$ cat src/iss_pkg.sv
// Shared types for the insertion sorter: data width, cell control and
// the one-hot sequencer state. No dependencies.
package iss_pkg;

  localparam int unsigned DATA_W = 32;

  typedef logic signed [DATA_W-1:0] data_t;

  // Control broadcast from the sequencer to every cell
  typedef struct packed {
    logic insert;  // place the arriving value into the chain
    logic shift;   // move every entry one cell toward the output
  } cell_ctrl_t;

  typedef enum logic [1:0] {
    ST_LOAD = 2'b01,
    ST_EMIT = 2'b10
  } state_t;

endpackage

$ cat src/iss_cell.sv
// One cell of the sorting chain: holds one entry and its valid bit.
// Depends on iss_pkg for the data type and the control struct.
module iss_cell (
  input  logic               clk,
  input  logic               rst,
  input  iss_pkg::cell_ctrl_t ctrl,
  input  iss_pkg::data_t     in_value,
  input  iss_pkg::data_t     left_value,
  input  logic               left_valid,
  input  logic               left_gt,
  input  iss_pkg::data_t     right_value,
  input  logic               right_valid,
  output iss_pkg::data_t     value,
  output logic               valid,
  output logic               gt
);

  // An empty cell counts as greater than anything; strict compare keeps
  // equal values in arrival order.
  assign gt = !valid || (value > in_value);

  // Track occupancy
  always_ff @(posedge clk) begin
    if (rst) begin
      valid <= 1'b0;
    end else if (ctrl.shift) begin
      valid <= right_valid;
    end else if (ctrl.insert) begin
      if (left_gt) begin
        valid <= left_valid;
      end else if (gt) begin
        valid <= 1'b1;
      end
    end
  end

  // Move the entry: from the right on emit, from the left or the new
  // value on insert, otherwise hold
  always_ff @(posedge clk) begin
    if (ctrl.shift) begin
      value <= right_value;
    end else if (ctrl.insert) begin
      if (left_gt) begin
        value <= left_value;
      end else if (gt) begin
        value <= in_value;
      end
    end
  end

endmodule

$ cat config.mk
export PLATFORM = sky130hd
export DESIGN_NAME = iss_cell
export DESIGN_NICKNAME = d
export VERILOG_FILES = /design/src/iss_pkg.sv /design/src/iss_cell.sv
export SDC_FILE = /design/constraint.sdc
export NUM_CORES = 1
export LEC_CHECK = 0
export ABC_AREA = 1
export BUFFER_PORTS_ARGS = -buffer_cell sky130_fd_sc_hd__buf_2
export CAP_MARGIN = 40
export CORE_MARGIN = 3
export CORE_UTILIZATION = 41
export DETAILED_ROUTE_END_ITERATION = 7
export GPL_TIMING_DRIVEN = 0
export MAX_ROUTING_LAYER = met4
export PLACE_DENSITY_LB_ADDON = 0.15
export REMOVE_ABC_BUFFERS = 1
export SYNTH_ARGS = -nofsm -noshare
export SYNTH_HDL_FRONTEND = slang
export SYNTH_SLANG_ARGS = --single-unit
$ cat constraint.sdc
create_clock -name clk -period 2.4 [get_ports clk]
set_input_delay 0.24 -clock clk [delete_from_list [all_inputs] [get_ports clk]]
set_output_delay 0.24 -clock clk [all_outputs]
set_load 0.005 [all_outputs]
==> results of run 1 <==
-- what timing repair did --
item                       CTS  global route
resized for setup            1             7
setup endpoints to repair   32            33
pin swaps                    0             3
buffers inserted             1             2
-- flip-flops by register name (all words and copies together) (netlist names) --
name,count
value,32
valid,1
-- layout make-up --
class,instances,share of cell area (%)
multi-input cells,213,39.6
inverters,44,4.96
flip-flops and latches,33,28.8
clock inverters,1,0.110
clock buffers,6,2.13
well taps,72,2.64
repair buffers,140,21.8
-- kinds of logic after synthesis --
logic type                 count (synthesis)  synth area share (%)
adders and majority gates                 32                  15.9
buffers and inverters                     58                  8.70
and+or+nand+nor                          132                  23.1
AOI/OAI and AO/OA                         49                  13.3
DFF                                       33                  39.0
-- worst register-to-register path: cells and delay by family, from the launching register on --
kind,cells,cell delay (ps)
DFF,1,390
and+or+nand+nor,9,650
buffers and inverters,2,330
adders and majority gates,1,320
AOI/OAI and AO/OA,2,340
-- where the power goes --
part	internal (µW)	leakage, µW	switching, µW
sequential	713	0.000340	34.7
clock	196	0.0000387	200
combinational	245	0.00139	272
-- metal layers --
| layer | track usage, % | up-vias | wire (µm) |
|---|---|---|---|
| met4 | 4.03 | 0 | 21 |
| met1 | 24.0 | 1113 | 2990 |
| met5 | - | - | 0 |
| met2 | 30.3 | 96 | 3080 |
| met3 | 5.30 | 2 | 592 |
| li1 | - | 1312 | - |
-- cells in the final DEF, fill, tap and decap left out, types with 4 or more instances in the layout --
cell      netlist  final
nand3_1        36     35
ha_1           32     31
a21oi_2         1      4
nor2_1         11     11
inv_1          41     39
a21oi_1        12      9
nand2_1        73     72
edfxtp_1       32     32
inv_2           3      4
buf_2           1    136
o211ai_1       31     31
clkbuf_8        0      5
-- metrics by stage --
stage | total power, µW | cell area, µm² | hold slack, ps
5_1_grt | 1780 | 3410 | 243
3_5_place_dp | 1260 | 3260 | 482
3_3_place_gp | 1230 | 3230 | 479
2_1_floorplan | 1020 | 2460 | 388
4_1_cts | 1660 | 3360 | 185
6_report | 1660 | 3410 | 192
-- final timing paths --
kind | from | to | slack, ps | cells past startpoint
worst max register to register | value[19] | value[9] | 140 | 14
worst max-delay path | value[19] | value[9] | 140 | 14
worst min-delay path | rst | valid | 190 | 4
worst min register to register | valid | valid | 610 | 4
==> flow_summary.json, run 1 <==
{
  "multi_input_area_um2": 1350,
  "clockBufferDepth": 2,
  "die_h_um": 84.3,
  "hp-class": "in2reg",
  "tightest_slew_ps": 679,
  "place_inst": 499,
  "fp.coreArea_um2": 5710,
  "synth_largest_area_cell": "edfxtp_1",
  "path_buf_inv": 2,
  "clock_sinks": 33,
  "final-seq-area_um2": 981,
  "yosysUniqueCellTypes": 24,
  "fin_ws_ps": 137,
  "cpMostUsedCell": "nand2_1",
  "ys_seq_area_share_pct": 39.0,
  "grt_max_degree": 36,
  "fin_cells": 509,
  "clkTransAtPathRegs_ps": 70,
  "fill_cells": 518,
  "initial_core_util_pct": 44.1,
  "drive_gt1_share_pct": 38.2,
  "clockRootBuffer": "clkbuf_8",
  "clk_latency_ps": 280,
  "crit_path_cell_trace": "ha_1 -> a21oi_1 -> nand2_1 -> nand2_1 -> nand3_2 -> a21oi_2 -> nand2_1 -> nand2_1 -> nand2_1 -> nand2_2 -> nand3_2 -> nand2_2 -> clkinvlp_4 -> buf_16",
  "crit_path_max_incr_delay_ps": 390,
  "wl_per_cell_um": 13.1,
  "track_usage_pct": 18.9,
  "wirelength_um": 6680,
  "cp_max_fo": 17,
  "cp.arrival_ps": 2310,
  "max_freq_mhz": 442,
  "utilization_pct": 59.7,
  "cp-start-kind": "register",
  "cap_violations": 0,
  "first_iter_violations": 104,
  "p_leak_uw": 0.00177,
  "cp-end-kind": "register",
  "pre_cts_slack_ps": -312,
  "outcome": "completed",
  "io-pin-count": 137,
  "yosys-top-cells-count": "73 x nand2_1, 41 x inv_1, 36 x nand3_1",
  "synthArstFlopShare_pct": 0,
  "powerDensity_nw_per_um2": 487,
  "final_nets": 572,
  "skew_ps": 6.56,
  "irDropWorstVdd_mv": 0.225,
  "synth_most_common_cell": "nand2_1",
  "grt_pass1_vias": 2377,
  "min_period_ps": 2260,
  "syn_avg_cell_area_um2": 8.28,
  "portBuffers": 136,
  "synth_edf_count": 32,
  "max_slew_margin_pct": 54.7,
  "setup_violations": 0,
  "postCtsHoldBufs": 0,
  "finalCritPeriodShare_pct": 94.3,
  "ys_ff_latch": 33,
  "syn2layout_area_growth_pct": 35.4,
  "synth_top_cell_area_share_pct": 38.2,
  "postRouteAntennaNets": 0,
  "via_per_inst": 4.96,
  "drc": 0,
  "rsz0062_at_grt": "yes",
  "synth_warnings": 0,
  "drv_slew": 0,
  "fp.dieArea_um2": 7110,
  "syn_area_um2": 2520,
  "numCtsBuffers": 5,
  "htreeDepth": 2,
  "gr-total-overflow": 0,
  "final_hold_viol_count": 0,
  "vias": 2523,
  "synth_area_leaders": "edfxtp_1 38%, ha_1 16%, nand2_1 11%, o211ai_1 9.2%, nand3_1 7.2%",
  "synth_flop_cell": "edfxtp_1",
  "grt_first_pass_wirelength_um": 10800,
  "cts_tree": "yes",
  "dpl.hpwl_um": 5080,
  "syn_inst": 304,
  "firstDrtPassIters": 4,
  "gp_congestion": 0.742,
  "tns_ps": 0,
  "n_antenna_cell": 0,
  "cp_slowest_cell": "edfxtp_1",
  "cp_data_required_time_ps": 2440,
  "row_count": 27,
  "antenna_found_initial": 0,
  "die_w_um": 84.3,
  "criticalPathCategory": "reg2reg",
  "critical-path-top-delay-family": "simple AND/OR/NAND/NOR gates"
}
Power figures use the tool's default switching activity.
==> run 2, diff against run 1 <==
==> constraint.sdc (replaced) <==
create_clock -name clk -period 2.4 [get_ports clk]
set_input_delay 0.12 -clock clk [delete_from_list [all_inputs] [get_ports clk]]
set_output_delay 0.12 -clock clk [all_outputs]
set_load 0.005 [all_outputs]
==> flow_summary.json, run 2 (same netlist as run 1, synthesis figures left out) <==
{
  "cp-end-kind": "register",
  "cp_data_required_time_ps": 2440,
  "tightest_slew_ps": 679,
  "startpoint": "value[19]",
  "rr_startpoint": "value[19]",
  "final-seq-area_um2": 981,
  "finalCritPeriodShare_pct": 94.5,
  "initial_core_util_pct": 44.1,
  "grt_max_degree": 36,
  "dpl.hpwl_um": 5080,
  "antenna_found_initial": 0,
  "max_slew_margin_pct": 54.7,
  "grt_first_pass_wirelength_um": 10800,
  "final_nets": 572,
  "gp_congestion": 0.742,
  "n_antenna_cell": 0,
  "numCtsBuffers": 5,
  "cp.arrival_ps": 2310,
  "die_w_um": 84.3,
  "multi_input_area_um2": 1340,
  "postRouteAntennaNets": 0,
  "clockRootBuffer": "clkbuf_8",
  "skew_ps": 6.55,
  "irDropWorstVdd_mv": 0.225,
  "io-pin-count": 137,
  "tns_ps": 0,
  "layout_commonest_cell": "buf_2",
  "hp-class": "in2reg",
  "p_leak_uw": 0.00177,
  "cp_max_fo": 17,
  "largest-register": "value",
  "drive_gt1_share_pct": 38.0,
  "gr-total-overflow": 0,
  "drv_slew": 0,
  "outcome": "completed",
  "syn2layout_area_growth_pct": 34.9,
  "min-delay-start": "rst",
  "clk_latency_ps": 280,
  "fp.coreArea_um2": 5710,
  "track_usage_pct": 18.9,
  "reg_top3": "value: 32 flops, valid: 1 flops",
  "wirelength_um": 6680,
  "criticalPathCategory": "reg2reg",
  "powerDensity_nw_per_um2": 488,
  "rsz0062_at_grt": "yes",
  "cap_violations": 0,
  "clockBufferDepth": 2,
  "largest_reg_flops": 32,
  "cts_tree": "yes",
  "portBuffers": 136,
  "ff2ff_setup_slack_ps": 130,
  "htreeDepth": 2,
  "fp.dieArea_um2": 7110,
  "row_count": 27,
  "grt_pass1_vias": 2377,
  "final_cell_mix": "136 x buf_2, 72 x nand2_1, 39 x inv_1",
  "vias": 2524,
  "setup_violations": 0,
  "hold_ws_ps": 71.7,
  "final_hold_viol_count": 0,
  "max_freq_mhz": 441,
  "clock_sinks": 33,
  "clkTransAtPathRegs_ps": 70,
  "fill_cells": 520,
  "via_per_inst": 4.96,
  "first_iter_violations": 102,
  "wl_per_cell_um": 13.1,
  "drc": 0,
  "min_period_ps": 2270,
  "die_h_um": 84.3,
  "cp-start-kind": "register",
  "firstDrtPassIters": 4
}
-- run 2: cell type report --
| cell class | instances | area share [%] |
|---|---|---|
| Multi-Input combinational cell | 213 | 39.3 |
| Inverter | 44 | 4.98 |
| Sequential cell | 33 | 28.9 |
| Tap cell | 72 | 2.65 |
| Clock buffer | 6 | 2.14 |
| Timing Repair Buffer | 140 | 21.9 |
| Clock inverter | 1 | 0.111 |
-- run 2: worst paths after layout --
path	endpoint	cells after the start
worst max-delay path	value[9]	14
worst min-delay path	valid	4
worst max register to register	value[9]	14
worst min register to register	valid	4
-- run 2: critical path, cell delays in order (launching register included) --
cell	delay [ps]
edfxtp_1	390
ha_1	320
a21oi_1	170
nand2_1	80
nand2_1	70
nand3_2	80
a21oi_2	160
nand2_1	70
nand2_1	50
nand2_1	60
nand2_2	70
nand3_2	90
nand2_2	90
clkinvlp_4	140
buf_16	190
-- run 2: what timing repair did --
action	CTS	global route
resized for setup	1	6
setup endpoints to repair	32	32
pin swaps	0	3
setup buffers	1	2
hold buffers	0	0
endpoints found under the hold margin	0	0
-- run 2: metrics by stage --
step / utilization [%] / instances / setup slack (ps) / total power (µW) / instance area, µm²
final: 59.5 / 509 / 133 / 1660 / 3390
after global routing: 59.5 / 509 / -53.6 / 1770 / 3390
after CTS: 58.9 / 507 / 98.4 / 1660 / 3360
after detailed placement: 57.1 / 499 / -312 / 1260 / 3260
after global placement: 56.6 / 498 / -586 / 1230 / 3230
after floorplan: - / 290 / -109 / 1020 / 2460
-- run 2: power breakdown --
part           leakage, µW  switching [µW]  internal, µW
clock network    0.0000387             200           196
logic              0.00139             272           243
registers         0.000340            33.8           713
-- run 2: layer usage --
| metal | part of all wire (%) | global-route usage, % | vias up |
|---|---|---|---|
| li1 | - | - | 1312 |
| met1 | 45 | 24.0 | 1114 |
| met2 | 46 | 30.3 | 96 |
| met3 | 8.9 | 5.30 | 2 |
| met4 | 0.31 | 4.03 | 0 |
| met5 | 0 | - | - |
